$ cat src/rtl/rlid_pkg.sv
// ----------------------------------------------------------------------------
// rlid_pkg
// Shared types and constants of the RGB run-length image decoder: token
// passed from the byte parser to the run accounting stage, result record,
// identifier bytes and field codes.
// ----------------------------------------------------------------------------
package rlid_pkg;

  localparam int IDENT_LEN   = 8;
  localparam int MAGIC_IDX_W = $clog2(IDENT_LEN);
  localparam int RUN_W       = 12;
  localparam int DIM_W       = 16;
  localparam int PIX_W       = 2 * DIM_W;
  localparam int QUEUE_DEPTH = 4;

  // Count word layout
  localparam int CNT_REPEAT_BIT = 15;
  localparam int CNT_BAD_HI     = 14;
  localparam int CNT_BAD_LO     = 12;

  // Identifier that opens every record
  localparam logic [7:0] MAGIC_BYTES [IDENT_LEN] = '{
    8'h4D, 8'h6F, 8'h74, 8'h6F, 8'h52, 8'h75, 8'h6E, 8'h00
  };

  // Result kinds
  typedef enum logic [1:0] {
    KIND_HEADER = 2'd0,
    KIND_RUN    = 2'd1,
    KIND_END    = 2'd2,
    KIND_ERROR  = 2'd3
  } kind_t;

  // Error codes
  typedef enum logic [1:0] {
    ERR_IDENT    = 2'd0,
    ERR_COUNT    = 2'd1,
    ERR_OVERFLOW = 2'd2,
    ERR_TRUNC    = 2'd3
  } err_t;

  // Parser phases
  typedef enum logic [3:0] {
    FP_IDENT, FP_WH, FP_WL, FP_HH, FP_HL, FP_CH, FP_CL, FP_PB, FP_PG, FP_PR
  } fphase_t;

  // Accounting stage states
  typedef enum logic [1:0] {
    BK_ACTIVE, BK_DONE, BK_HALTED
  } bstate_t;

  // Token classes
  typedef enum logic [2:0] {
    TOK_NONE, TOK_HEADER, TOK_REPEAT, TOK_LITERAL, TOK_ERROR
  } tok_kind_t;

  typedef struct packed {
    tok_kind_t         kind;
    logic              last;      // token came from the final byte
    logic              boundary;  // parser stands at a count word boundary
    logic [DIM_W-1:0]  width;
    logic [DIM_W-1:0]  height;
    logic [PIX_W-1:0]  product;   // width * height on header tokens
    logic [7:0]        red;
    logic [7:0]        green;
    logic [7:0]        blue;
    logic [RUN_W-1:0]  run_length;
    err_t              err_code;
  } token_t;

  typedef struct packed {
    kind_t             kind;
    logic [DIM_W-1:0]  image_width;
    logic [DIM_W-1:0]  image_height;
    logic [7:0]        red;
    logic [7:0]        green;
    logic [7:0]        blue;
    logic [RUN_W-1:0]  run_length;
    err_t              error_code;
    logic              image_full;
    logic              stream_end;
  } result_t;

endpackage

$ cat src/rtl/rlid_if.sv
// ----------------------------------------------------------------------------
// rlid_if
// Valid/ready channels of the decoder: the compressed byte stream and the
// decoded result stream.
// ----------------------------------------------------------------------------
interface rlid_byte_if;
  logic       valid;
  logic       ready;
  logic [7:0] data_byte;
  logic       last_byte;

  modport source(output valid, data_byte, last_byte, input ready);
  modport sink(input valid, data_byte, last_byte, output ready);
endinterface

interface rlid_result_if;
  logic        valid;
  logic        ready;
  logic [1:0]  kind;
  logic [15:0] image_width;
  logic [15:0] image_height;
  logic [7:0]  red;
  logic [7:0]  green;
  logic [7:0]  blue;
  logic [11:0] run_length;
  logic [1:0]  error_code;
  logic        image_full;
  logic        stream_end;

  modport source(output valid, kind, image_width, image_height, red, green, blue,
                 run_length, error_code, image_full, stream_end, input ready);
  modport sink(input valid, kind, image_width, image_height, red, green, blue,
               run_length, error_code, image_full, stream_end, output ready);
endinterface

$ cat src/rtl/rlid_front.sv
// ----------------------------------------------------------------------------
// rlid_front
// Byte parser: checks the identifier, assembles width, height and count
// words and pixel triples, and passes a token to the run accounting stage for
// each header, run, error or final byte. Image fill level is not tracked here.
// ----------------------------------------------------------------------------
module rlid_front
  import rlid_pkg::*;
(
  input  logic       clk,
  input  logic       rst,
  rlid_byte_if.sink  bytes,
  output logic       tok_valid,
  input  logic       tok_ready,
  output token_t     tok
);

  fphase_t                phase, phase_step, phase_next;
  logic [MAGIC_IDX_W-1:0] magic_idx, magic_idx_next;
  logic [DIM_W-1:0]       width_reg, width_next;
  logic [7:0]             height_hi, height_hi_next;
  logic [7:0]             count_high, count_high_next;
  logic [RUN_W-1:0]       run_left, run_left_next;
  logic                   repeat_mode, repeat_next;
  logic [7:0]             held_blue, held_blue_next;
  logic [7:0]             held_green, held_green_next;
  logic                   halted, halted_next;

  logic                   accept;
  logic [7:0]             b;
  logic [15:0]            count_word;
  logic                   magic_bad;
  logic                   count_bad;

  assign b          = bytes.data_byte;
  assign count_word = {count_high, b};
  assign magic_bad  = (b != MAGIC_BYTES[magic_idx]);
  assign count_bad  = (count_word[CNT_BAD_HI:CNT_BAD_LO] != '0);
  assign accept     = bytes.valid && bytes.ready;
  assign bytes.ready = tok_ready;

  // Next state
  always_comb begin
    phase_step      = phase;
    magic_idx_next  = magic_idx;
    width_next      = width_reg;
    height_hi_next  = height_hi;
    count_high_next = count_high;
    run_left_next   = run_left;
    repeat_next     = repeat_mode;
    held_blue_next  = held_blue;
    held_green_next = held_green;
    halted_next     = halted;
    if (!halted) begin
      unique case (phase)
        FP_IDENT: begin
          if (magic_bad) begin
            halted_next = 1'b1;
          end else begin
            magic_idx_next = magic_idx + 1'b1;
            if (magic_idx == MAGIC_IDX_W'(IDENT_LEN - 1)) phase_step = FP_WH;
          end
        end
        FP_WH: begin
          width_next = {b, 8'h00};
          phase_step = FP_WL;
        end
        FP_WL: begin
          width_next = {width_reg[15:8], b};
          phase_step = FP_HH;
        end
        FP_HH: begin
          height_hi_next = b;
          phase_step     = FP_HL;
        end
        FP_HL: phase_step = FP_CH;
        FP_CH: begin
          count_high_next = b;
          phase_step      = FP_CL;
        end
        FP_CL: begin
          if (count_bad) begin
            halted_next = 1'b1;
          end else begin
            repeat_next   = count_word[CNT_REPEAT_BIT];
            run_left_next = count_word[RUN_W-1:0];
            phase_step    = (count_word[CNT_REPEAT_BIT] || count_word[RUN_W-1:0] != '0)
                            ? FP_PB : FP_CH;
          end
        end
        FP_PB: begin
          held_blue_next = b;
          phase_step     = FP_PG;
        end
        FP_PG: begin
          held_green_next = b;
          phase_step      = FP_PR;
        end
        FP_PR: begin
          if (repeat_mode) begin
            phase_step = FP_CH;
          end else begin
            run_left_next = run_left - 1'b1;
            phase_step    = (run_left == RUN_W'(1)) ? FP_CH : FP_PB;
          end
        end
        default: phase_step = FP_IDENT;
      endcase
    end
    phase_next = phase_step;
    // Final byte restarts the parser
    if (bytes.last_byte) begin
      phase_next     = FP_IDENT;
      magic_idx_next = '0;
      halted_next    = 1'b0;
    end
  end

  // Token
  always_comb begin
    tok            = '0;
    tok.kind       = TOK_NONE;
    tok.err_code   = ERR_IDENT;
    tok.last       = bytes.last_byte;
    tok.boundary   = (phase_step == FP_CH);
    tok.width      = width_reg;
    tok.height     = {height_hi, b};
    tok.product    = PIX_W'(width_reg) * PIX_W'({height_hi, b});
    tok.red        = b;
    tok.green      = held_green;
    tok.blue       = held_blue;
    tok.run_length = RUN_W'(1);
    if (!halted) begin
      unique case (phase)
        FP_IDENT: begin
          if (magic_bad) begin
            tok.kind     = TOK_ERROR;
            tok.err_code = ERR_IDENT;
          end
        end
        FP_HL: tok.kind = TOK_HEADER;
        FP_CL: begin
          if (count_bad) begin
            tok.kind     = TOK_ERROR;
            tok.err_code = ERR_COUNT;
          end
        end
        FP_PR: begin
          if (repeat_mode) begin
            tok.run_length = run_left;
            if (run_left != '0) tok.kind = TOK_REPEAT;
          end else begin
            tok.kind = TOK_LITERAL;
          end
        end
        default: tok.kind = TOK_NONE;
      endcase
    end
    tok_valid = bytes.valid && (tok.kind != TOK_NONE || bytes.last_byte);
  end

  // State registers
  always_ff @(posedge clk) begin
    if (rst) begin
      phase     <= FP_IDENT;
      magic_idx <= '0;
      halted    <= 1'b0;
    end else if (accept) begin
      phase     <= phase_next;
      magic_idx <= magic_idx_next;
      halted    <= halted_next;
    end
  end

  // Field registers
  always_ff @(posedge clk) begin
    if (accept) begin
      width_reg   <= width_next;
      height_hi   <= height_hi_next;
      count_high  <= count_high_next;
      run_left    <= run_left_next;
      repeat_mode <= repeat_next;
      held_blue   <= held_blue_next;
      held_green  <= held_green_next;
    end
  end

endmodule

$ cat src/rtl/rlid_queue.sv
// ----------------------------------------------------------------------------
// rlid_queue
// Small token FIFO between the parser and the accounting stage.
// ----------------------------------------------------------------------------
module rlid_queue
  import rlid_pkg::*;
#(
  parameter int Depth = QUEUE_DEPTH
) (
  input  logic   clk,
  input  logic   rst,
  input  logic   push_valid,
  output logic   push_ready,
  input  token_t push_data,
  output logic   pop_valid,
  input  logic   pop_ready,
  output token_t pop_data
);

  localparam int PtrW = (Depth > 1) ? $clog2(Depth) : 1;
  localparam int CntW = $clog2(Depth + 1);

  token_t            entries [Depth];
  logic [PtrW-1:0]   wr_ptr, rd_ptr;
  logic [CntW-1:0]   count;
  logic              push, pop;

  assign push_ready = (count != CntW'(Depth));
  assign pop_valid  = (count != '0);
  assign pop_data   = entries[rd_ptr];
  assign push       = push_valid && push_ready;
  assign pop        = pop_valid && pop_ready;

  // Pointers and fill level
  always_ff @(posedge clk) begin
    if (rst) begin
      wr_ptr <= '0;
      rd_ptr <= '0;
      count  <= '0;
    end else begin
      if (push) wr_ptr <= (wr_ptr == PtrW'(Depth - 1)) ? '0 : wr_ptr + 1'b1;
      if (pop)  rd_ptr <= (rd_ptr == PtrW'(Depth - 1)) ? '0 : rd_ptr + 1'b1;
      unique case ({push, pop})
        2'b10:   count <= count + 1'b1;
        2'b01:   count <= count - 1'b1;
        default: count <= count;
      endcase
    end
  end

  // Storage
  always_ff @(posedge clk) begin
    if (push) entries[wr_ptr] <= push_data;
  end

endmodule

$ cat src/rtl/rlid_back.sv
// ----------------------------------------------------------------------------
// rlid_back
// Run accounting: keeps the count of pixels still due, checks runs against
// it, decides clean end or truncation on the final byte, and drives the
// registered result port.
// ----------------------------------------------------------------------------
module rlid_back
  import rlid_pkg::*;
(
  input  logic          clk,
  input  logic          rst,
  input  logic          tok_valid,
  output logic          tok_ready,
  input  token_t        tok,
  rlid_result_if.source results
);

  bstate_t          state, state_next;
  logic [PIX_W-1:0] pixels_left, pixels_left_next;
  logic [PIX_W-1:0] remain;
  logic             is_run, over, err_now, done_now, pop, emit;
  logic             res_valid;
  result_t          res_q, res_n;

  assign is_run   = (tok.kind == TOK_REPEAT) || (tok.kind == TOK_LITERAL);
  assign over     = PIX_W'(tok.run_length) > pixels_left;
  assign remain   = pixels_left - PIX_W'(tok.run_length);
  assign err_now  = (tok.kind == TOK_ERROR) || (is_run && over);
  // Image counts as done only when the parser also sits at a word boundary;
  // a literal group that overruns the image keeps decoding and errors later
  assign done_now = ((tok.kind == TOK_HEADER) && tok.product == '0) ||
                    (is_run && !over && remain == '0 && tok.boundary);

  assign tok_ready = !res_valid || results.ready;
  assign pop       = tok_valid && tok_ready;

  // Next state
  always_comb begin
    state_next       = state;
    pixels_left_next = pixels_left;
    if (state == BK_ACTIVE) begin
      if (tok.kind == TOK_HEADER) pixels_left_next = tok.product;
      else if (is_run && !over) pixels_left_next = remain;
      if (err_now)       state_next = BK_HALTED;
      else if (done_now) state_next = BK_DONE;
    end
    if (tok.last) begin
      state_next       = BK_ACTIVE;
      pixels_left_next = '0;
    end
  end

  // Result
  always_comb begin
    res_n            = '0;
    res_n.kind       = KIND_END;
    res_n.error_code = ERR_IDENT;
    res_n.stream_end = tok.last;
    emit             = 1'b0;
    unique case (state)
      BK_HALTED: emit = 1'b0;
      BK_DONE:   emit = tok.last;
      BK_ACTIVE: begin
        unique case (tok.kind)
          TOK_HEADER: begin
            emit               = 1'b1;
            res_n.kind         = KIND_HEADER;
            res_n.image_width  = tok.width;
            res_n.image_height = tok.height;
          end
          TOK_REPEAT, TOK_LITERAL: begin
            emit = 1'b1;
            if (over) begin
              res_n.kind       = KIND_ERROR;
              res_n.error_code = ERR_OVERFLOW;
            end else begin
              res_n.kind       = KIND_RUN;
              res_n.red        = tok.red;
              res_n.green      = tok.green;
              res_n.blue       = tok.blue;
              res_n.run_length = tok.run_length;
              res_n.image_full = (remain == '0);
            end
          end
          TOK_ERROR: begin
            emit             = 1'b1;
            res_n.kind       = KIND_ERROR;
            res_n.error_code = tok.err_code;
          end
          default: emit = 1'b0;
        endcase
        // Final byte: clean end or truncation unless an error was raised
        if (tok.last && !err_now) begin
          if (!(tok.boundary || done_now)) begin
            res_n            = '0;
            res_n.kind       = KIND_ERROR;
            res_n.error_code = ERR_TRUNC;
            res_n.stream_end = 1'b1;
          end else if (!emit) begin
            res_n.kind = KIND_END;
          end
          emit = 1'b1;
        end
      end
      default: emit = 1'b0;
    endcase
  end

  // Control registers
  always_ff @(posedge clk) begin
    if (rst) begin
      state       <= BK_ACTIVE;
      pixels_left <= '0;
      res_valid   <= 1'b0;
    end else begin
      if (pop) begin
        state       <= state_next;
        pixels_left <= pixels_left_next;
        res_valid   <= emit;
      end else if (results.ready) begin
        res_valid <= 1'b0;
      end
    end
  end

  // Output payload
  always_ff @(posedge clk) begin
    if (pop) res_q <= res_n;
  end

  assign results.valid        = res_valid;
  assign results.kind         = res_q.kind;
  assign results.image_width  = res_q.image_width;
  assign results.image_height = res_q.image_height;
  assign results.red          = res_q.red;
  assign results.green        = res_q.green;
  assign results.blue         = res_q.blue;
  assign results.run_length   = res_q.run_length;
  assign results.error_code   = res_q.error_code;
  assign results.image_full   = res_q.image_full;
  assign results.stream_end   = res_q.stream_end;

endmodule

$ cat src/rtl/rgb_run_length_image_decoder.sv
// ----------------------------------------------------------------------------
// rgb_run_length_image_decoder
// Decodes a run-length compressed 24-bit image record into header, pixel
// run, end and error results.
// ----------------------------------------------------------------------------
// The decoder takes one byte per cycle unless its FIFO is full, and gives at
// most one result per byte. A byte parser checks the 8-byte identifier,
// assembles the big-endian width, height and count words and the BGR triples,
// and computes width times height with one 16x16 multiplier; its tokens go
// through a small FIFO (QueueDepth entries, at least 2) to the accounting
// stage, which keeps the pixels still due in one 32-bit subtract and compare
// per token and drives a registered result port. A byte's token is stored in
// the FIFO and its result in the result register; the FIFO lets the parser
// keep taking bytes while a result waits on the output. The decoder restarts
// after every byte marked last; no clearing pass is needed after reset.
// ----------------------------------------------------------------------------
module rgb_run_length_image_decoder
  import rlid_pkg::*;
#(
  parameter int QueueDepth = QUEUE_DEPTH
) (
  input  logic          clk,
  input  logic          rst,
  rlid_byte_if.sink     bytes,
  rlid_result_if.source results
);

  token_t front_tok, back_tok;
  logic   front_valid, front_ready;
  logic   back_valid, back_ready;

  rlid_front u_front (
    .clk       (clk),
    .rst       (rst),
    .bytes     (bytes),
    .tok_valid (front_valid),
    .tok_ready (front_ready),
    .tok       (front_tok)
  );

  rlid_queue #(
    .Depth (QueueDepth)
  ) u_queue (
    .clk        (clk),
    .rst        (rst),
    .push_valid (front_valid),
    .push_ready (front_ready),
    .push_data  (front_tok),
    .pop_valid  (back_valid),
    .pop_ready  (back_ready),
    .pop_data   (back_tok)
  );

  rlid_back u_back (
    .clk       (clk),
    .rst       (rst),
    .tok_valid (back_valid),
    .tok_ready (back_ready),
    .tok       (back_tok),
    .results   (results)
  );

endmodule

$ cat src/flat_wrapper.sv
// flat-port wrapper written by rule: the top's interface ports become plain ports
module rgb_run_length_image_decoder_flat import rlid_pkg::*;
#(
  parameter int QueueDepth = QUEUE_DEPTH
)
  (clk, rst, bytes_valid, bytes_data_byte, bytes_last_byte, bytes_ready, results_valid, results_kind, results_image_width, results_image_height, results_red, results_green, results_blue, results_run_length, results_error_code, results_image_full, results_stream_end, results_ready);
  rlid_byte_if bytes_i ();
  rlid_result_if results_i ();
  input  logic clk;
  input  logic rst;
  input wire logic [$bits(bytes_i.valid)-1:0] bytes_valid;
  input wire logic [$bits(bytes_i.data_byte)-1:0] bytes_data_byte;
  input wire logic [$bits(bytes_i.last_byte)-1:0] bytes_last_byte;
  output wire logic [$bits(bytes_i.ready)-1:0] bytes_ready;
  output wire logic [$bits(results_i.valid)-1:0] results_valid;
  output wire logic [$bits(results_i.kind)-1:0] results_kind;
  output wire logic [$bits(results_i.image_width)-1:0] results_image_width;
  output wire logic [$bits(results_i.image_height)-1:0] results_image_height;
  output wire logic [$bits(results_i.red)-1:0] results_red;
  output wire logic [$bits(results_i.green)-1:0] results_green;
  output wire logic [$bits(results_i.blue)-1:0] results_blue;
  output wire logic [$bits(results_i.run_length)-1:0] results_run_length;
  output wire logic [$bits(results_i.error_code)-1:0] results_error_code;
  output wire logic [$bits(results_i.image_full)-1:0] results_image_full;
  output wire logic [$bits(results_i.stream_end)-1:0] results_stream_end;
  input wire logic [$bits(results_i.ready)-1:0] results_ready;
  assign bytes_i.valid = bytes_valid;
  assign bytes_i.data_byte = bytes_data_byte;
  assign bytes_i.last_byte = bytes_last_byte;
  assign bytes_ready = bytes_i.ready;
  assign results_valid = results_i.valid;
  assign results_kind = results_i.kind;
  assign results_image_width = results_i.image_width;
  assign results_image_height = results_i.image_height;
  assign results_red = results_i.red;
  assign results_green = results_i.green;
  assign results_blue = results_i.blue;
  assign results_run_length = results_i.run_length;
  assign results_error_code = results_i.error_code;
  assign results_image_full = results_i.image_full;
  assign results_stream_end = results_i.stream_end;
  assign results_i.ready = results_ready;
  rgb_run_length_image_decoder #(.QueueDepth(QueueDepth)) u_core (.clk(clk), .rst(rst), .bytes(bytes_i), .results(results_i));
endmodule
$ cat config.mk
export PLATFORM = sky130hd
export DESIGN_NAME = rgb_run_length_image_decoder_flat
export DESIGN_NICKNAME = d
export VERILOG_FILES = /design/src/rtl/rlid_pkg.sv /design/src/rtl/rlid_if.sv /design/src/rtl/rlid_front.sv /design/src/rtl/rlid_queue.sv /design/src/rtl/rlid_back.sv /design/src/rtl/rgb_run_length_image_decoder.sv /design/src/flat_wrapper.sv
export SDC_FILE = /design/constraint.sdc
export NUM_CORES = 1
export LEC_CHECK = 0
export ABC_CLOCK_PERIOD_IN_PS = 19200
export BUFFER_PORTS_ARGS = -buffer_cell sky130_fd_sc_hd__buf_2
export CORE_ASPECT_RATIO = 0.7
export CORE_MARGIN = 4
export CORE_UTILIZATION = 50
export CTS_CLUSTER_SIZE = 16
export DETAILED_ROUTE_END_ITERATION = 8
export GPL_TIMING_DRIVEN = 0
export HOLD_SLACK_MARGIN = 0.02
export PLACE_DENSITY = 0.66
export RECOVER_POWER = 50
export SYNTH_ARGS = -nofsm -noshare
export SYNTH_HDL_FRONTEND = slang
export SYNTH_HIERARCHICAL = 1
export SYNTH_SLANG_ARGS = --single-unit
$ cat constraint.sdc
create_clock -name clk -period 19.2 [get_ports clk]
set_input_delay 2.88 -clock clk [delete_from_list [all_inputs] [get_ports clk]]
set_output_delay 2.88 -clock clk [all_outputs]
set_load 0.02 [all_outputs]
==> results by stage, run 1 <==
Floorplanning:
- The starting utilization of the core area is 0.509.
- The total core area is around 67000 um^2.
- Pin placement for this block handled 89 I/O pins.
- The die is 227 um tall.
- The die area is roughly 73000 um^2.
- The number of placement rows is 79.
- The floorplan step set the die width to ~320 um.

Timing:
- The worst pin sits at a relative slew slack of -1.38.
- For the final database, setup skew stands at roughly 60 ps.
- Based on the critical path, the design can be clocked at up to 0.101 GHz.
- At the pin with the least slew margin, the transition time is ~3600 ps.
- Setup violations remaining at the end of the flow were counted as 0.
- The sum of negative setup slack is 0 ps.
- In the finished design, the share of the clock period the worst path needs comes to 0.513.
- The worst path in the final design needs a cycle of 9860 ps, including I/O delays and setup.
- The total count of hold-check failures in the final report is 0.
- The max-slew violation count was 66.
- Setup repair after global routing left no endpoint under its margin.

Detailed routing:
- In this run, the number of DRC markers left after iteration 0 of detailed routing was 2222.
- The total routed wirelength is about 83 mm.
- The number of optimization iterations in the first detailed-route pass is 6.
- In the routed layout, each cell is associated on average with a via count of approximately 5.8.
- The number of vias after detailed routing is ~21000.
- In the final routed layout, each cell accounts on average for 22.6 um.
- Once detail routing completed, the nets flagged for antenna violations numbered 0.
- In the routed design, unresolved DRC markers number 0.

Global routing:
- The number of antenna violations at the first check in global routing was 3.
- The first global-routing pass estimated 131 mm of wire.
- Entering global routing, the biggest net connects 57 pins.
- The final global-route overflow total is 0.
- The overall routing resource usage is 0.237.
- The via count of the first global-routing pass is 22000.

Synth:
- The cell type with the highest aggregate area in the netlist is sky130_fd_sc_hd__edfxtp_1.
- The number of enable flip-flop cells after synthesis is between 500 and 600.
- The portion of synthesized cell area occupied by the leading cell type is 0.496.
- Yosys attributes the largest share of cell area to sky130_fd_sc_hd__edfxtp_1 (50%), sky130_fd_sc_hd__fa_1 (12%), sky130_fd_sc_hd__mux4_2 (7.1%).
- The synthesized net count is between 2000 and 3000.
- Counting every instance in the synthesized netlist gives between 2000 and 3000.
- The number of different library cells used by synthesis comes to 92.
- Synthesis inferred 615 register bits.
- Counting flops with an async set or reset pin after synthesis yields a share of 0.
- In the synthesized netlist the dominant register cell turns out to be sky130_fd_sc_hd__edfxtp_1.
- Of the synthesized area, sequential elements account for 0.526.
- The post-synthesis instance area is between 30000 and 40000 um^2.
- The mean instance size in the synthesized netlist is around 13 um^2.
- For this run, the number of Yosys warnings is 6.

Placed design:
- At the end of routability-driven placement, the weighted congestion stood at ~0.91.
- The number of I/O port buffers is 88.
- Detailed placement finished with a half-perimeter wire length of a little over 60 mm.

Setup path:
- By startpoint and endpoint, the worst setup path is classified as in2reg.
- Data on the critical path arrives at its endpoint at approximately 10000 ps.
- The cell family contributing the most delay on the critical path is adder cells.
- The cell with the largest stage delay on the worst path is sky130_fd_sc_hd__clkbuf_1.
- The signal on the critical path passes through clkbuf_1 -> clkbuf_1 -> clkbuf_1 -> and2_1 -> fa_1 -> inv_1 -> fa_1 -> fa_1 -> inv_1 -> fa_1 -> fa_1 -> inv_1 -> fa_1 -> inv_1 -> ha_1 -> a21oi_1 -> o41ai_1 -> a211oi_2 -> nor3_1 -> a211o_1 -> a211oi_1 -> xnor2_1.
- The largest single stage delay on the critical path is around 720 ps.
- The combined buffer and inverter count along the critical path is 7.
- The worst setup path is launched from an input port.
- The most numerous cell type found on the critical path is sky130_fd_sc_hd__fa_1.
- The largest fanout on the critical path is 11.
- STA classifies the critical path endpoint as a flip-flop.
- The data required time of the critical path is ~20000 ps.

Hold path:
- The type of the worst min-delay path is reg2reg.

Finish:
- The largest registers in the layout are u_core/u_queue/entries x428, u_core/u_back/pixels_left x32.
- The largest register by flop count is u_core/u_queue/entries.
- The synthesis-to-finish area growth is 10.4%.
- The number of flip-flops in the largest register is approximately 430.
- At the end of the flow, the number of nets in the layout was around 3100.
- The footprint of the multi-input gates is between 10000 and 15000 um^2.
- The number of filler cells placed in the layout is ~5500.
- At the end of the flow the core is filled with cells to 0.562.
- The share of post-route cells with drive strength above 1 is 0.0998.
- The sequential standard cell area is 17900 um^2.

CTS:
- The CTS tree is yes.
- The quantity of hold-fixing buffers added after cts is 0.
- In this run the post-CTS setup repair buffer count came out at 0.
- The tree is rooted in a sky130_fd_sc_hd__clkbuf_16.
- The number of resized instances in the post-cts repair step is 0.
- The H-tree generated during clock tree synthesis spans 2 levels.
- The later pin in the worst-skew pair is clocked with a latency of 660 ps.
- The number of buffers inserted during clock tree synthesis is 57.
- The number of buffers between clock root and the deepest sink is 3.
- The clock-pin slew of the registers on the worst-case setup and hold paths is approximately 70 ps.
- The count of clock tree sinks is 615.

Job:
- The number of max-capacitance violations reported is 2.

Outcome:
- The final reports fail on max-capacitance violations, max-slew violations.
- The run finished, with violations left.

Power:
- For this design the static power due to leakage is 0.0139 uW.
- The ratio of total power to cell area is 157 nW/um^2.
- The maximum resistive drop on vdd is approximately 0.11 mV.
==> power by group <==
| part | total, uW | internal (uW) | switching (uW) | leakage [uW] |
|---|---|---|---|---|
| sequential | 2000 | 1920 | 78.7 | 0.00553 |
| combinational | 2740 | 955 | 1790 | 0.00742 |
| clock | 1160 | 653 | 510 | 0.000926 |
==> cell usage after synthesis, types with 11 or more instances <==
library cell and n:
sky130_fd_sc_hd__nor3_1 48, sky130_fd_sc_hd__nand4_1 17, sky130_fd_sc_hd__mux4_2 107, sky130_fd_sc_hd__a211oi_1 11
sky130_fd_sc_hd__inv_1 246, sky130_fd_sc_hd__nor4_1 21, sky130_fd_sc_hd__xor2_1 31, sky130_fd_sc_hd__ha_1 132
sky130_fd_sc_hd__nor2_1 114, sky130_fd_sc_hd__buf_2 17, sky130_fd_sc_hd__nand3_1 21, sky130_fd_sc_hd__nor2b_1 14
sky130_fd_sc_hd__o211ai_1 11, sky130_fd_sc_hd__nand2b_1 15, sky130_fd_sc_hd__o21ai_0 62, sky130_fd_sc_hd__or3_1 11
sky130_fd_sc_hd__clkbuf_1 86, sky130_fd_sc_hd__dfxtp_1 52, sky130_fd_sc_hd__mux2i_1 12, sky130_fd_sc_hd__a21oi_1 90
sky130_fd_sc_hd__edfxtp_1 563, sky130_fd_sc_hd__and2_1 207, sky130_fd_sc_hd__buf_4 22, sky130_fd_sc_hd__fa_1 196
sky130_fd_sc_hd__xnor2_1 31, sky130_fd_sc_hd__nand2_1 239
==> routing by layer <==
layer | GRT usage | share of wire
met1 | 0.369 | 0.47
met2 | 0.345 | 0.43
met3 | 0.0491 | 0.086
met4 | 0.0506 | 0.018
met5 | 0 | 0
==> worst reg2reg max path, cell delays in order, from the launching register on <==
cell	delay (ps)
sky130_fd_sc_hd__edfxtp_1	780
sky130_fd_sc_hd__clkbuf_1	500
sky130_fd_sc_hd__nand2_1	160
sky130_fd_sc_hd__fa_1	540
sky130_fd_sc_hd__fa_1	460
sky130_fd_sc_hd__fa_1	540
sky130_fd_sc_hd__inv_1	50
sky130_fd_sc_hd__fa_1	440
sky130_fd_sc_hd__fa_1	530
sky130_fd_sc_hd__inv_1	50
sky130_fd_sc_hd__fa_1	470
sky130_fd_sc_hd__inv_1	40
sky130_fd_sc_hd__ha_1	360
sky130_fd_sc_hd__a21oi_1	290
sky130_fd_sc_hd__o41ai_1	140
sky130_fd_sc_hd__a211oi_2	370
sky130_fd_sc_hd__nor3_1	110
sky130_fd_sc_hd__a211o_1	380
sky130_fd_sc_hd__a211oi_1	290
sky130_fd_sc_hd__xnor2_1	170
==> placed cells by master (no fill, tap or decap), types with 14 or more instances in the layout <==
master / count
sky130_fd_sc_hd__xnor2_1: 31
sky130_fd_sc_hd__dfxtp_1: 52
sky130_fd_sc_hd__a21oi_1: 90
sky130_fd_sc_hd__o21ai_0: 65
sky130_fd_sc_hd__edfxtp_1: 563
sky130_fd_sc_hd__nand2b_1: 15
sky130_fd_sc_hd__nor3_1: 48
sky130_fd_sc_hd__fa_1: 196
sky130_fd_sc_hd__nand3_1: 21
sky130_fd_sc_hd__and2_0: 17
sky130_fd_sc_hd__buf_2: 16
sky130_fd_sc_hd__xor2_1: 31
sky130_fd_sc_hd__clkbuf_16: 59
sky130_fd_sc_hd__nor4_1: 21
sky130_fd_sc_hd__nand4_1: 17
sky130_fd_sc_hd__clkbuf_1: 209
sky130_fd_sc_hd__mux4_2: 107
sky130_fd_sc_hd__nor2_1: 114
sky130_fd_sc_hd__inv_1: 246
sky130_fd_sc_hd__nand2_1: 239
sky130_fd_sc_hd__and2_1: 190
sky130_fd_sc_hd__nor2b_1: 14
sky130_fd_sc_hd__ha_1: 132
==> path summary, 6_finish.rpt <==
| kind | from | slack (ps) | to | depth (start not counted) |
|---|---|---|---|---|
| setup reg to reg | u_core/u_front/width_reg[9] | 12200 | u_core/u_queue/entries[2][68] | 19 |
| setup / recovery | bytes_data_byte[5] | 9340 | u_core/u_queue/entries[2][68] | 22 |
| hold / removal | u_core/u_front/count_high[7] | 460 | u_core/u_front/repeat_mode | 0 |
| hold reg to reg | u_core/u_front/count_high[7] | 460 | u_core/u_front/repeat_mode | 0 |
==> layout make-up <==
class                           instances  share of cell area
Multi-Input combinational cell       1559               0.384
Clock inverter                         38              0.0107
Tap cell                              891              0.0296
Antenna cell                            1           0.0000665
Timing Repair Buffer                   98              0.0149
Inverter                              246              0.0245
Sequential cell                       615               0.477
Buffer                                149              0.0188
Clock buffer                           70              0.0406
==> stage by stage <==
step	hold slack, ps	instances	area, um^2	worst slack, ps	total power (uW)
after floorplan	428	2569	34100	10660	3930
after global placement	444	3548	35700	9210	4700
after detailed placement	445	3557	35900	9260	4750
after CTS	462	3665	37900	9890	5920
after global routing	482	3667	37600	9080	6290
final	463	3667	37600	9340	5900
==> cell families (layout without fill, tap and decap cells) <==
kind of cell | after synthesis | in the layout | share of synthesized area
adder cells (fa/ha/maj) | 328 | 328 | 0.163
AND/OR/NAND/NOR | 758 | 758 | 0.114
AO/OA/AOI/OAI | 289 | 289 | 0.0559
buffers and inverters | 395 | 601 | 0.0499
flip-flops | 615 | 615 | 0.526
other | 1 | 2 | 0.000110
XOR/XNOR | 62 | 62 | 0.0159
multiplexers | 121 | 121 | 0.0748
(Power assumes the default switching activity.)
==> run 2: changes to the inputs <==
--- a/config.mk
+++ b/config.mk
@@ -5,7 +5,7 @@
 export SDC_FILE = /design/constraint.sdc
 export NUM_CORES = 1
 export LEC_CHECK = 0
-export ABC_CLOCK_PERIOD_IN_PS = 19200
+export ABC_CLOCK_PERIOD_IN_PS = 8630
 export BUFFER_PORTS_ARGS = -buffer_cell sky130_fd_sc_hd__buf_2
 export CORE_ASPECT_RATIO = 0.7
 export CORE_MARGIN = 4
@@ -14,7 +14,7 @@
 export DETAILED_ROUTE_END_ITERATION = 8
 export GPL_TIMING_DRIVEN = 0
 export HOLD_SLACK_MARGIN = 0.02
-export PLACE_DENSITY = 0.66
+export PLACE_DENSITY = 0.69
 export RECOVER_POWER = 50
 export SYNTH_ARGS = -nofsm -noshare
 export SYNTH_HDL_FRONTEND = slang
==> constraint.sdc (replaced) <==
create_clock -name clk -period 8.63 [get_ports clk]
set_input_delay 1.2945 -clock clk [delete_from_list [all_inputs] [get_ports clk]]
set_output_delay 1.2945 -clock clk [all_outputs]
set_load 0.02 [all_outputs]
==> run 2 against run 1 <==
  * The flow still finishes with violations (max-capacitance violations, max-slew violations)
  * Register-to-register slack got worse by 11000 ps
  * Clock skew decreased by 33 ps
  * Final cell count decreased by 0.25%
  * Clock power increased by 120%
  * Sequential power increased by 120%
  * Combinational power increased by 120%
  * Routed wire length decreased by 1.3%
  * Via count increased by 0.46%
  * Setup slack got worse by 8900 ps
  * Hold slack improved by 15 ps
  * First-iteration DRC count increased by 8.1%
  * Die area unchanged
==> results by stage, run 2 (same netlist as run 1, synthesis figures left out) <==
Floorplanning:
- The total core area is 67000 um^2 (unchanged).
- The die area was 72500 um^2 (unchanged).
- The overall die width is 320 um (unchanged).
- The top-level port count is 89 (unchanged).
- The die height came to 227 um (unchanged).
- The starting utilization of the core area is 0.509 (unchanged).
- The number of placement rows is 79 (unchanged).

Detailed routing:
- The via density per instance was 5.87 (+0.71%).
- The average wire length per cell after detail routing is 22.4 um (-1.1%).
- The residual antenna-violating net count after detailed routing is 0 (unchanged).
- The total routed wirelength is 81.9 mm (-1.3%).
- The number of optimization iterations in the first detailed-route pass is 6 (unchanged).
- The number of vias after detailed routing is 21500 (+0.46%).
- The count of unresolved DRC violations after routing is 0 (unchanged).
- The DRC violation total after the first TritonRoute iteration was 2403 (+8.1%).

Global routing:
- The global-route wire length before repair is 128 mm (-2.6%).
- The overall routing resource usage came to 0.230 (-0.00691).
- The final global-route overflow total is 0 (unchanged).
- The number of antenna violations at the first check in global routing is 2 (-1).
- The maximum number of pins on one net before global-route repair is 57 (unchanged).
- The via count of the first global-routing pass is 21800 (-0.91%).

CTS:
- The number of buffers inserted during clock tree synthesis was 54 (-5.3%).
- In this run the clock root is driven by a sky130_fd_sc_hd__clkbuf_16.
- The clock-pin slew of the registers on the worst-case setup and hold paths was 60 ps (about the same).
- The CTS H-tree depth is 2 (unchanged).
- The number of buffers between clock root and the deepest sink is 3 (unchanged).
- The quantity of hold-fixing buffers added after cts came to 0 (unchanged).
- The count of clock tree sinks is 615 (unchanged).
- The CTS tree is yes.
- The number of buffers inserted to repair setup after CTS is 0 (unchanged).
- The number of resized instances in the post-cts repair step was 0 (unchanged).
- The clock latency on the worst-skew pair is 620 ps (-40 ps).

Finish:
- The synthesis-to-finish area growth is 9.96%.
- The library cells used most frequently in the layout, excluding fill and tap cells, are sky130_fd_sc_hd__edfxtp_1 (563), sky130_fd_sc_hd__inv_1 (246), sky130_fd_sc_hd__nand2_1 (239).
- The number of flip-flops in the largest register came to 428 (unchanged).
- The share of post-route cells with drive strength above 1 is 0.0962 (-0.00365).
- The largest register by flop count is u_core/u_queue/entries.
- The largest registers in the layout are u_core/u_queue/entries x428, u_core/u_back/pixels_left x32.
- The most common cell after layout, fill and taps aside is sky130_fd_sc_hd__edfxtp_1.
- The final standard cell utilization of the core is 0.560 (-0.00213).
- The count of nets after finishing is 3063 (-0.13%).

Setup path:
- The largest fanout on the critical path is 10 (-1).
- The most frequent cell on the critical path is sky130_fd_sc_hd__fa_1.
- The data arrival time of the worst path came to 8540 ps (-1640 ps).
- The combined buffer and inverter count along the critical path was 7 (unchanged).
- The top cell family by delay on the critical path is adder cells.
- The capturing element type of the critical path is a flip-flop.
- The data required time of the critical path was 9000 ps (-10530 ps).
- The highest cell delay on the worst timing path is 620 ps (-100 ps).
- Walking the worst path, the cells encountered are clkbuf_1 -> clkbuf_1 -> clkbuf_1 -> and2_1 -> fa_1 -> inv_1 -> fa_1 -> fa_1 -> inv_1 -> ha_1 -> fa_1 -> inv_1 -> fa_1 -> inv_1 -> ha_1 -> o21a_1 -> o211ai_1 -> or3b_1 -> a211oi_2 -> o21ai_1 -> o31ai_1 -> xor2_1.
- In this run the worst setup path begins at bytes_data_byte[6].
- The worst setup path is launched from an input port.
- The slowest stage of the critical path is the sky130_fd_sc_hd__clkbuf_1 cell.
- The reg-to-reg startpoint is u_core/u_front/width_reg[5].
- The critical path start-end classification is in2reg.

Timing:
- The sum of negative setup slack is 0 ps (unchanged).
- The actual transition at the worst max-transition pin is 3550 ps (-14.2 ps).
- Setup repair after global routing left no endpoint under its margin.
- The clock skew after layout is 27.1 ps (-33.4 ps).
- The worst hold margin came to 478 ps (+15.0 ps).
- Derived from the worst setup path, the maximum achievable clock frequency is 0.122 GHz.
- The total count of hold-check failures in the final report came to 0 (unchanged).
- The relative slew slack is -1.37 (+0.00946).
- The worst path in the final design needs a cycle of approximately 8200 ps, including I/O delays and setup.
- The slack of the critical path is 461 ps (-8880 ps).
- The final setup violation count is 0 (unchanged).
- The max-slew violation count is 169 (+160%).
- In the finished design, the share of the clock period the worst path needs comes to 0.947.

Power:
- The maximum resistive drop on vdd is 0.225 mV (+110%).
- The static leakage power is 0.0138 uW (-0.21%).
- The ratio of total power to cell area is 350 nW/um^2 (+120%).

Placed design:
- The weighted congestion at the end of routability-driven global placement is 0.931 (+2.7%).
- The number of I/O port buffers is 88 (unchanged).
- The placed wire-length estimate after detailed placement is 59.2 mm (-1.9%).
- The worst slack after detailed placement is 285 ps (-8980 ps).

Outcome:
- The checks that failed: max-capacitance violations, max-slew violations.
- The flow ran to the end, but the final reports show violations.

Job:
- The number of max-capacitance violations reported is 5 (+3).

Hold path:
- The type of the worst min-delay path is reg2reg.
- In this run the most critical hold path is launched from u_core/u_front/count_high[7].
[run 2: worst register-to-register path, delay by kind of cell (launching register included)]
family | cells | cell delay (ps)
adders and majority gates | 7 | 3330
AOI/OAI and AO/OA | 3 | 880
and+or+nand+nor | 3 | 750
xor gates and xnor gates | 1 | 380
DFF | 1 | 740
buffers and inverters | 6 | 800
[run 2: final timing paths]
| path | to | slack (ps) | cells past startpoint |
|---|---|---|---|
| setup / recovery | u_core/u_queue/entries[3][67] | 460 | 22 |
| hold / removal | u_core/u_front/repeat_mode | 480 | 0 |
| setup reg to reg | u_core/u_queue/entries[3][67] | 1510 | 20 |
| hold reg to reg | u_core/u_front/repeat_mode | 480 | 0 |
[run 2: metrics by stage]
step	total power, uW	instances	area, um^2
after CTS	13100	3657	37800
final	13100	3658	37500
after global routing	13900	3657	37500
after detailed placement	10600	3557	35900
after floorplan	8750	2569	34100
after global placement	10500	3548	35700
[run 2: layer usage]
metal,share of wire,GRT usage,up-vias
li1,-,-,9423
met1,0.45,0.346,11000
met2,0.43,0.341,982
met3,0.10,0.0548,105
met4,0.019,0.0535,0
met5,0,0,-
[run 2: layout make-up]
type / count / area (um^2)
antenna: 1 / 2.50
buffer: 149 / 708
clock buffer: 64 / 1430
clock inverter: 36 / 427
fill: 5449 / 29500
inverter: 246 / 923
multi-input combinational: 1559 / 14400
sequential: 615 / 17900
tap: 891 / 1110
timing repair buffer: 97 / 515
[run 2: power by group]
| part | switching [uW] | leakage (uW) | internal (uW) | total (uW) |
|---|---|---|---|---|
| Clock | 1080 | 0.000903 | 1460 | 2540 |
| Combinational | 4010 | 0.00741 | 2110 | 6120 |
| Sequential | 183 | 0.00553 | 4280 | 4460 |
==> run 3: changes to the inputs <==
--- a/config.mk
+++ b/config.mk
@@ -14,9 +14,9 @@
 export DETAILED_ROUTE_END_ITERATION = 8
 export GPL_TIMING_DRIVEN = 0
 export HOLD_SLACK_MARGIN = 0.02
+export MAX_ROUTING_LAYER = met4
 export PLACE_DENSITY = 0.69
 export RECOVER_POWER = 50
 export SYNTH_ARGS = -nofsm -noshare
 export SYNTH_HDL_FRONTEND = slang
-export SYNTH_HIERARCHICAL = 1
 export SYNTH_SLANG_ARGS = --single-unit
==> run 3 against run 2 <==
  * The flow still finishes with violations (max-capacitance violations, max-slew violations)
  * Power shrank 6.9%
  * Via count shrank 4.2%
  * Global-route usage grew 1.1 points
  * Combinational power shrank 9.2%
  * Clock-buffer cell count grew 5
  * Critical path type unchanged
  * Largest power group unchanged
  * Highest routed layer unchanged
==> results by stage, run 3 <==
CTS:
- The clock tree root buffer cell is sky130_fd_sc_hd__clkbuf_16.
- The number of buffers inserted during clock tree synthesis came to 56 (+3.7%).
- The CTS H-tree depth is 2 (unchanged).
- The number of buffers inserted to repair setup after CTS is 0 (unchanged).
- The number of resized instances in the post-cts repair step came to 0 (unchanged).
- The number of buffers between clock root and the deepest sink is 3 (unchanged).
- The quantity of hold-fixing buffers added after cts is 0 (unchanged).
- The clock-pin slew of the registers on the worst-case setup and hold paths is 60 ps (about the same).
- The count of clock tree sinks is 579 (-5.9%).
- The clock latency on the worst-skew pair is 610 ps (about the same).
- TritonCTS built the clock tree.

Timing:
- The maximum frequency from static timing analysis is 0.121 GHz (-0.87%).
- The max-slew violation count was 211 (+25%).
- The relative slew slack is -0.990 (+0.378).
- The final setup violation count is 0 (unchanged).
- The actual transition at the worst max-transition pin is 2980 ps (-567 ps).
- Setup repair after global routing left no endpoint under its margin.
- The clock skew after layout is 24.9 ps (-2.13 ps).
- The total count of hold-check failures in the final report came to 0 (unchanged).
- The final period utilization is 0.955 (+0.00826).
- The sum of negative setup slack is 0 ps (unchanged).
- The minimum clock period was 8240 ps (+71.3 ps).

Finish:
- Relative to the synthesized area, the layout overhead comes to 10.6%.
- The number of flip-flops in the largest register was 392 (-8.4%).
- The sequential standard cell area is 16900 um^2 (-6.0%).
- Leaving out fill and tap cells, the most frequent cell in the layout is sky130_fd_sc_hd__edfxtp_1.
- The footprint of the multi-input gates is 14000 um^2 (-2.8%).
- The final standard cell utilization of the core is 0.563 (+0.00339).
- The count of nets after finishing is 2960 (-3.4%).
- In the layout the commonest cells are sky130_fd_sc_hd__edfxtp_1 (527), sky130_fd_sc_hd__inv_1 (267), sky130_fd_sc_hd__nand2_1 (237).
- The largest registers in the layout are u_core.u_queue.entries x392, u_core.u_back.pixels_left x32.
- The number of filler cells placed in the layout is 5162 (-5.3%).
- The share of post-route cells with drive strength above 1 was 0.0949 (-0.00127).
- The register with the most flip-flops in the final layout is u_core.u_queue.entries.

Outcome:
- The flow ran to the end, but the final reports show violations.
- The final reports fail on max-capacitance violations, max-slew violations.

Global routing:
- The final global-route overflow total is 0 (unchanged).
- The number of antenna violations at the first check in global routing is 3 (+1).
- The global-route wire length before repair is 124 mm (-2.6%).
- The via count of the first global-routing pass was 20700 (-4.9%).
- The overall routing resource usage is 0.240 (+0.0108).
- The maximum number of pins on one net before global-route repair is 54 (-5.3%).

Setup path:
- The reg-to-reg startpoint is u_core.u_front.height_hi[0].
- The highest cell delay on the worst timing path was 690 ps (+70 ps).
- The worst setup path is launched from an input port.
- The cell with the largest stage delay on the worst path is sky130_fd_sc_hd__or4_1.
- The critical path depth in cells is 22 (unchanged).
- The data arrival time of the worst path came to 8590 ps (+50 ps).
- The worst setup path is of the in2reg kind.
- The internal reg-to-reg setup slack is 1210 ps (-300 ps).
- The logic depth of the worst register-to-register path is 22 (+10%).
- The largest fanout on the critical path is 13 (+3).
- The cell that appears most often on the critical path is sky130_fd_sc_hd__fa_1.
- STA classifies the critical path endpoint as a flip-flop.
- The critical path goes through buf_2 -> clkbuf_1 -> clkbuf_1 -> nand2_1 -> fa_1 -> fa_1 -> inv_1 -> fa_1 -> fa_1 -> fa_1 -> inv_1 -> fa_1 -> inv_1 -> ha_1 -> a21o_1 -> a21oi_1 -> o21ai_0 -> or4_1 -> a221oi_1 -> o21bai_1 -> a21oi_1 -> xnor2_1.
- The data required time of the critical path is 8980 ps (-20 ps).
- In this run the critical register-to-register path is captured at u_core.u_queue.entries[0][69].
- Among cell families on the critical path, the largest total delay comes from adder cells.
- The combined buffer and inverter count along the critical path is 6 (-1).

Detailed routing:
- The average wire length per cell after detail routing is 23.0 um (+2.9%).
- The count of unresolved DRC violations after routing is 0 (unchanged).
- The total routed wirelength is 80.6 mm (-1.7%).
- The number of optimization iterations in the first detailed-route pass is 5 (-1).
- The residual antenna-violating net count after detailed routing is 0 (unchanged).
- The number of vias after detailed routing is 20600 (-4.2%).
- The via density per instance came to 5.89 (+0.21%).
- The DRC violation total after the first TritonRoute iteration is 2173 (-9.6%).

Floorplanning:
- The starting utilization of the core area is 0.509 (about the same).
- The die height is 221 um (-2.5%).
- The total core area is 63600 um^2 (-5.1%).
- The die area is 69000 um^2 (-4.9%).
- The number of placement rows came to 77 (-2.5%).
- The top-level port count is 89 (unchanged).
- The overall die width is 312 um (-2.5%).

Synth:
- The instance count of the mapped netlist is 2464 (-4.1%).
- The share of flip-flops with an asynchronous set or reset was 0 (unchanged).
- The post-synthesis sequential element count is 579 (-5.9%).
- The mean instance size in the synthesized netlist is 13.1 um^2 (-1.0%).
- The adder-cell share of the synthesized area is 0.172 (+0.00834).
- The dominant cell by count in the synthesized netlist is sky130_fd_sc_hd__edfxtp_1.
- The post-synthesis instance area is 32400 um^2 (-5.1%).
- In the post-synthesis netlist, the biggest area contributors are sky130_fd_sc_hd__edfxtp_1 (49%), sky130_fd_sc_hd__fa_1 (12%), sky130_fd_sc_hd__mux4_2 (6.8%).
- The fraction of synthesized area in multiplexers is 0.0716 (-0.00327).
- The post-synthesis xor/xnor area fraction is 0.0151 (-0.000773).
- The post-synthesis compound-gate area fraction was 0.0591 (+0.00314).
- The synthesized net count came to 2804 (-3.6%).
- The number of enable flip-flop cells after synthesis was 527 (-6.4%).
- The portion of synthesized cell area occupied by the leading cell type is 0.489 (-0.00692).
- The fraction of the mapped netlist area in simple logic gates was 0.116 (+0.00221).
- The combinational family with the most area after synthesis is adder cells.
- By count the netlist is led by sky130_fd_sc_hd__edfxtp_1 (527), sky130_fd_sc_hd__inv_1 (267), sky130_fd_sc_hd__nand2_1 (237), sky130_fd_sc_hd__fa_1 (196), sky130_fd_sc_hd__and2_1 (157).
- The count of different cell masters after synthesis is 82 (-11%).
- The count of yosys warnings during synthesis was 0 (-6).
- The cell type with the highest aggregate area in the netlist is sky130_fd_sc_hd__edfxtp_1.
- For this run, the leading register cell type out of synthesis is sky130_fd_sc_hd__edfxtp_1.
- The share of synthesized area occupied by flip-flops and latches is 0.521 (-0.00529).

Power:
- The static leakage power is 0.0134 uW (-2.9%).
- The maximum resistive drop on vdd is 0.319 mV (+42%).
- The ratio of total power to cell area is 341 nW/um^2 (-2.5%).

Hold path:
- The type of the worst min-delay path is reg2reg.
- In this run the most critical hold path is launched from u_core.u_back.pixels_left[0].
- The instance count along the most critical hold path is 2 (+2).
- The endpoint with the worst hold slack is u_core.u_back.pixels_left[0].

Placed design:
- The placed wire-length estimate after detailed placement is 58.8 mm (-0.68%).
- The weighted congestion at the end of routability-driven global placement is 0.941 (+1.1%).
- The number of I/O port buffers is 88 (unchanged).

Job:
- The number of max-capacitance violations reported came to 6 (+1).
-- run 3: cell types whose count changed in the layout (fill, tap and decap cells not counted), moves of 8 or more --
cell                       before  now
sky130_fd_sc_hd__and2_1       191  136
sky130_fd_sc_hd__buf_12         0    8
sky130_fd_sc_hd__clkbuf_1     202  180
sky130_fd_sc_hd__clkinv_1      13    5
sky130_fd_sc_hd__edfxtp_1     563  527
sky130_fd_sc_hd__inv_1        246  267
sky130_fd_sc_hd__mux4_2       107   98
sky130_fd_sc_hd__nor2b_1       14   46
sky130_fd_sc_hd__nor3_1        48   25
sky130_fd_sc_hd__nor4_1        22   31
sky130_fd_sc_hd__o211ai_1      11    2
sky130_fd_sc_hd__or2_2          7   15
-- run 3: stage by stage --
step	worst slack (ps)	std cells	power, uW	hold WS [ps]	cell area (um^2)
4_1_cts	377	3496	12300	456	36000
3_3_place_gp	-224	3381	9640	448	33900
2_1_floorplan	1200	2464	8040	428	32400
5_1_grt	25.0	3496	12900	485	35800
3_5_place_dp	-236	3392	9730	447	34100
6_report	390	3496	12200	455	35800
-- run 3: layout make-up --
cell class                 instances  share of cell area
antenna                            1           0.0000699
buffer                           107              0.0129
clock inverter                    35              0.0120
clock buffer                      69              0.0405
multi-input combinational       1508               0.392
inverter                         268              0.0281
sequential                       579               0.471
timing repair buffer             100              0.0144
tap                              829              0.0290
-- run 3: where the power goes --
part / internal (uW) / switching (uW)
combinational: 1950 / 3610
clock: 1450 / 1060
sequential: 4010 / 144
total: 7400 / 4810
-- run 3: cells by family after synthesis --
family / count (synthesis)
and+or+nand+nor: 731
DFF: 579
buffers and inverters: 377
adders and majority gates: 327
AOI/OAI and AO/OA: 285
muxes: 109
xor gates and xnor gates: 56
-- run 3: worst max-delay path by stage --
stage	startpoint	to
after global routing	bytes_data_byte[2]	u_core.u_queue.entries[0][69]
final	bytes_data_byte[2]	u_core.u_queue.entries[0][69]
after CTS	bytes_data_byte[7]	u_core.u_queue.entries[0][69]
after global placement	bytes_data_byte[7]	u_core.u_queue.entries[0][69]
after floorplan	bytes_data_byte[7]	u_core.u_queue.entries[0][69]
after detailed placement	bytes_data_byte[7]	u_core.u_queue.entries[3][69]
-- run 3: worst min-delay path: cells and delay by family, from the launching register on --
family / cells / cell delay (ps)
DFF: 1 / 310
and+or+nand+nor: 1 / 50
AOI/OAI and AO/OA: 1 / 50
-- run 3: routing by layer --
| metal | vias up | track usage | share of wire |
|---|---|---|---|
| li1 | 9039 | - | - |
| met1 | 10500 | 0.362 | 0.45 |
| met2 | 924 | 0.346 | 0.44 |
| met3 | 95 | 0.0425 | 0.088 |
| met4 | 0 | 0.0520 | 0.019 |
| met5 | - | - | 0 |
